**src/rtl/itoc_pkg.sv**
```systemverilog
// shared types and constants for the interval table overlap check
`default_nettype none
package itoc_pkg;

  localparam int unsigned BOUND_W     = 32;
  localparam int unsigned THRESH_W    = 31;
  localparam int unsigned STATUS_W    = 2;
  localparam logic [THRESH_W-1:0] THRESH_RESET = 31'd100;

  typedef enum logic [STATUS_W-1:0] {
    STATUS_OK    = 2'd0,
    STATUS_EMPTY = 2'd1,
    STATUS_DUP   = 2'd2,
    STATUS_FULL  = 2'd3
  } status_t;

  typedef enum logic [0:0] {
    CMD_INSERT = 1'b0,
    CMD_CLEAR  = 1'b1
  } cmd_t;

  typedef enum logic [1:0] {
    ST_IDLE = 2'b01,
    ST_EVAL = 2'b10
  } state_t;

  // commit strobes broadcast to every cell
  typedef struct packed {
    logic insert;
    logic clear;
  } cell_ctl_t;

endpackage
`default_nettype wire

```
**src/rtl/itoc_cell.sv**
```systemverilog
// one table slot: holds an interval, compares it with the pending item, shifts right on insert
`default_nettype none
module itoc_cell (
  input  wire                                 clk,
  input  wire                                 rst,
  input  wire itoc_pkg::cell_ctl_t            ctl,
  input  wire signed [itoc_pkg::BOUND_W-1:0]  item_low,
  input  wire signed [itoc_pkg::BOUND_W-1:0]  item_high,
  input  wire                                 prev_lt,
  input  wire                                 prev_valid,
  input  wire signed [itoc_pkg::BOUND_W-1:0]  prev_low,
  input  wire signed [itoc_pkg::BOUND_W-1:0]  prev_high,
  input  wire                                 next_lt,
  output logic                                lt,
  output logic                                valid,
  output logic signed [itoc_pkg::BOUND_W-1:0] low,
  output logic signed [itoc_pkg::BOUND_W-1:0] high,
  output logic                                pred_dup,
  output logic                                succ_dup
);
  import itoc_pkg::*;

  // entry sits left of the insertion point
  assign lt       = valid && (low < item_low);
  // last entry left of the point overlaps the new low bound
  assign pred_dup = lt && !next_lt && (high >= item_low);
  // first entry at or right of the point starts inside the new interval
  assign succ_dup = valid && !lt && prev_lt && (item_high >= low);

  always_ff @(posedge clk) begin
    if (rst) begin
      valid <= 1'b0;
    end else if (ctl.clear) begin
      valid <= 1'b0;
    end else if (ctl.insert && !lt) begin
      if (prev_lt) begin
        valid <= 1'b1;
      end else begin
        valid <= prev_valid;
      end
    end
  end

  always_ff @(posedge clk) begin
    if (ctl.insert && !lt) begin
      if (prev_lt) begin
        low  <= item_low;
        high <= item_high;
      end else begin
        low  <= prev_low;
        high <= prev_high;
      end
    end
  end

endmodule
`default_nettype wire

```
**config.mk**
```make
export PLATFORM = sky130hd
export DESIGN_NAME = itoc_cell
export DESIGN_NICKNAME = d
export VERILOG_FILES = /design/src/rtl/itoc_pkg.sv /design/src/rtl/itoc_cell.sv
export SDC_FILE = /design/constraint.sdc
export NUM_CORES = 1
export LEC_CHECK = 0
export BUFFER_PORTS_ARGS = -buffer_cell sky130_fd_sc_hd__buf_2
export CAP_MARGIN = 30
export CORE_AREA = 2 2 104 106
export CTS_CLUSTER_DIAMETER = 120
export DETAILED_ROUTE_END_ITERATION = 8
export DIE_AREA = 0 0 106 108
export PLACE_DENSITY_LB_ADDON = 0.08
export SETUP_SLACK_MARGIN = 0.3
export SYNTH_ARGS = -nofsm -noshare
export SYNTH_HDL_FRONTEND = slang
export SYNTH_SLANG_ARGS = --single-unit
```
**constraint.sdc**
```tcl
create_clock -name clk -period 6.81 [get_ports clk]
set_input_delay 0.3405 -clock clk [delete_from_list [all_inputs] [get_ports clk]]
set_output_delay 0.3405 -clock clk [all_outputs]
set_load 0.02 [all_outputs]
```
==> results.json <==
{
  "netlist_instances": 457,
  "slowest_stage": "a21boi_4",
  "synth_top_area_frac": 0.378,
  "critPathArrivalTime_ns": 3.61,
  "p_clk_frac": 0.279,
  "setup_viol": 0,
  "post_cts_buffers": 0,
  "crit_path_end": "high[9]$_DFFE_PP_",
  "io_pins": 203,
  "ir_drop_v": 0.000117,
  "grt_max_degree": 67,
  "layout.nets": 895,
  "cp.depth": 9,
  "cts_buffers": 9,
  "area_growth_pct": 26.8,
  "die_h_um": 108,
  "drive_gt1_frac": 0.428,
  "fmax_ghz": 0.276,
  "crit_buf_inv": 1,
  "initial_core_util": 0.496,
  "seqPwrFrac": 0.439,
  "rows": 37,
  "hold_class": "primary input to register",
  "synth_cell_types": 42,
  "async_flop_share": 0,
  "tightest_slew_ns": 0.863,
  "dp_slack_ns": 3.09,
  "hold_buffers": 0,
  "via_per_inst": 5.20,
  "critPathKind": "register to register",
  "swShare": 0.311,
  "reg2reg_slack_ns": 3.19,
  "cp_cell_sequence": "ha_1 > a21o_1 > a211oi_1 > o21a_1 > o21ai_1 > a311oi_2 > mux2i_1 > a21boi_4 > buf_4",
  "n_antenna_cell": 0,
  "grt_overflow": 0,
  "relSlewSlack": 0.423,
  "cts-root-buf": "clkbuf_8",
  "status": "finished clean",
  "cts_buffer_depth": 2,
  "dp_cells": 790,
  "gp_congestion": 0.929,
  "ctsResizeCount": 0,
  "grt_pass1_vias": 4258,
  "r2r-end": "high[9]$_DFFE_PP_",
  "cpPeakStageDelay_ns": 0.75,
  "syn_avg_cell_area_sq_um": 11.1,
  "clkSinkCount": 65,
  "drv_slew": 0,
  "worstPathRequired_ns": 6.80,
  "ys_warn_count": 0,
  "drtIter0Drc": 136,
  "fp.dieArea_sq_um": 11400,
  "critPathMaxFanout": 39,
  "io_buffers": 202,
  "synth.cell_area_sq_um": 5080,
  "rr_startpoint": "low[6]$_DFFE_PP_",
  "finalHoldViolations": 0,
  "die_x_um": 106,
  "h-tree-depth": 3,
  "ys_seq_area_frac": 0.382,
  "grt_util_all_layers": 0.228,
  "ant_nets": 0,
  "power.switching_uw": 356,
  "rsz0062_at_grt": "false",
  "timing.final.crit_share": 0.532,
  "mostFrequentLayoutCell": "buf_2",
  "synth_top_area_cell": "edfxtp_1",
  "holdCritStartpoint": "prev_low[19]",
  "synthTopCellsByArea": "edfxtp_1 (38%), ha_1 (23%), mux2_2 (14%), inv_1 (4.9%), a21oi_1 (3.1%)",
  "cts_tree": "done",
  "core-area_sq_um": 10200,
  "ys_ff_latch": 65,
  "ys.flop_type": "edfxtp_1",
  "dp_hpwl_um": 10600,
  "synth_edf_count": 64,
  "final_cell_mix": "buf_2 (202), ha_1 (95), inv_1 (66)",
  "setup.worst_path.start": "low[6]$_DFFE_PP_",
  "stdcell_count": 806,
  "p_per_area_nw_per_um2": 178,
  "setup_ws_ns": 3.19,
  "maxCapViolations": 0,
  "clock_skew_ns": 0.00593,
  "clock_latency_ns": 0.35,
  "cp_top_family": "compound AO/OA/AOI/OAI gates",
  "grt_pass1_wl_um": 20400,
  "route.vias.total": 4191,
  "nFillCells": 907,
  "wirelength_um": 12900,
  "power_leakage_uw": 0.00320,
  "antenna_found_initial": 0,
  "tns_ns": 0,
  "firstDrtPassIters": 6,
  "syn_nets": 687,
  "routedWlPerCell_um": 16.0,
  "startpoint_type": "register",
  "drc": 0,
  "crit_path_end_kind": "register",
  "clk_pin_slew_worst_paths_ns": 0.07,
  "layout_min_cycle_time_ns": 3.62,
  "combPwrFrac": 0.282,
  "p_int_uw": 789,
  "r2r_cells": 9
}
[power groups by stage]
| stage | logic, uW | clock network [uW] | registers (uW) |
|---|---|---|---|
| 2_1_floorplan | 167 | 0 | 544 |
| 3_3_place_gp | 315 | 0 | 511 |
| 3_5_place_dp | 324 | 0 | 511 |
| 4_1_cts | 327 | 325 | 503 |
| 5_1_grt | 364 | 341 | 506 |
| 6_report | 323 | 319 | 502 |
[worst register-to-register path: stages, from the launching register on]
cell and delay (ns):
edfxtp_1 0.43, ha_1 0.32, a21o_1 0.18, a211oi_1 0.22, o21a_1 0.15, o21ai_1 0.09, a311oi_2 0.24, mux2i_1 0.25
a21boi_4 0.75, buf_4 0.60
[metrics by stage]
step	total power, uW	cell area (sq um)	util	hold slack (ns)
2_1_floorplan	710	5080	-	0.560
3_5_place_dp	835	6260	0.612	0.646
6_report	1140	6440	0.629	0.290
4_1_cts	1150	6440	0.629	0.277
3_3_place_gp	826	6260	0.612	0.633
5_1_grt	1210	6440	0.629	0.276
[flip-flops by register name, indices dropped and copies added, names as in the netlist]
| register | flops |
|---|---|
| low | 32 |
| high | 32 |
| valid | 1 |
[worst min path at each step]
stage	to	slack [ns]	cells after the start
4_1_cts	low[31]$_DFFE_PP_	0.28	2
3_3_place_gp	valid$_SDFFE_PP0P_	0.63	1
5_1_grt	high[16]$_DFFE_PP_	0.28	2
3_5_place_dp	low[19]$_DFFE_PP_	0.65	2
6_report	low[19]$_DFFE_PP_	0.29	2
2_1_floorplan	high[0]$_DFFE_PP_	0.56	1
[logic make-up (layout without fill, tap and decap cells)]
kind of cell	Yosys count	after routing	share of synthesized area
AOI/OAI and AO/OA	83	83	0.108
xor gates and xnor gates	1	1	0.00172
adders and majority gates	95	95	0.234
buffers and inverters	73	286	0.0540
DFF	65	65	0.382
muxes	66	66	0.146
and+or+nand+nor	74	74	0.0739
[per-layer routing]
| metal | GRT usage | part of all wire | up-vias |
|---|---|---|---|
| li1 | - | - | 2107 |
| met2 | 0.403 | 0.50 | 143 |
| met4 | 0.0818 | 0.016 | 0 |
| met3 | 0.0470 | 0.061 | 14 |
| met1 | 0.278 | 0.43 | 1927 |
| met5 | 0 | 0 | - |
[final cells by class]
type / count / area (sq um) / area share
Clock buffer: 11 / 131 / 0.0204
Clock inverter: 5 / 46.3 / 0.00719
Inverter: 66 / 248 / 0.0385
Multi-Input combinational cell: 319 / 2870 / 0.446
Sequential cell: 65 / 1940 / 0.302
Tap cell: 136 / 170 / 0.0264
Timing Repair Buffer: 204 / 1030 / 0.159
[Yosys cell counts (2+ instances only)]
library cell / count
a2111oi_0: 2
a211o_1: 2
a211oi_1: 6
a21o_1: 10
a21oi_1: 31
and2_1: 2
clkbuf_1: 7
edfxtp_1: 64
ha_1: 95
inv_1: 66
mux2_2: 65
nand2_1: 21
nand3_1: 9
nand4_1: 11
nor2_1: 17
nor2b_1: 2
nor3_1: 2
nor4_1: 2
o211ai_1: 4
o21a_1: 3
o21ai_0: 14
o31ai_1: 2
Note: power is estimated with default switching activity, not from simulation.
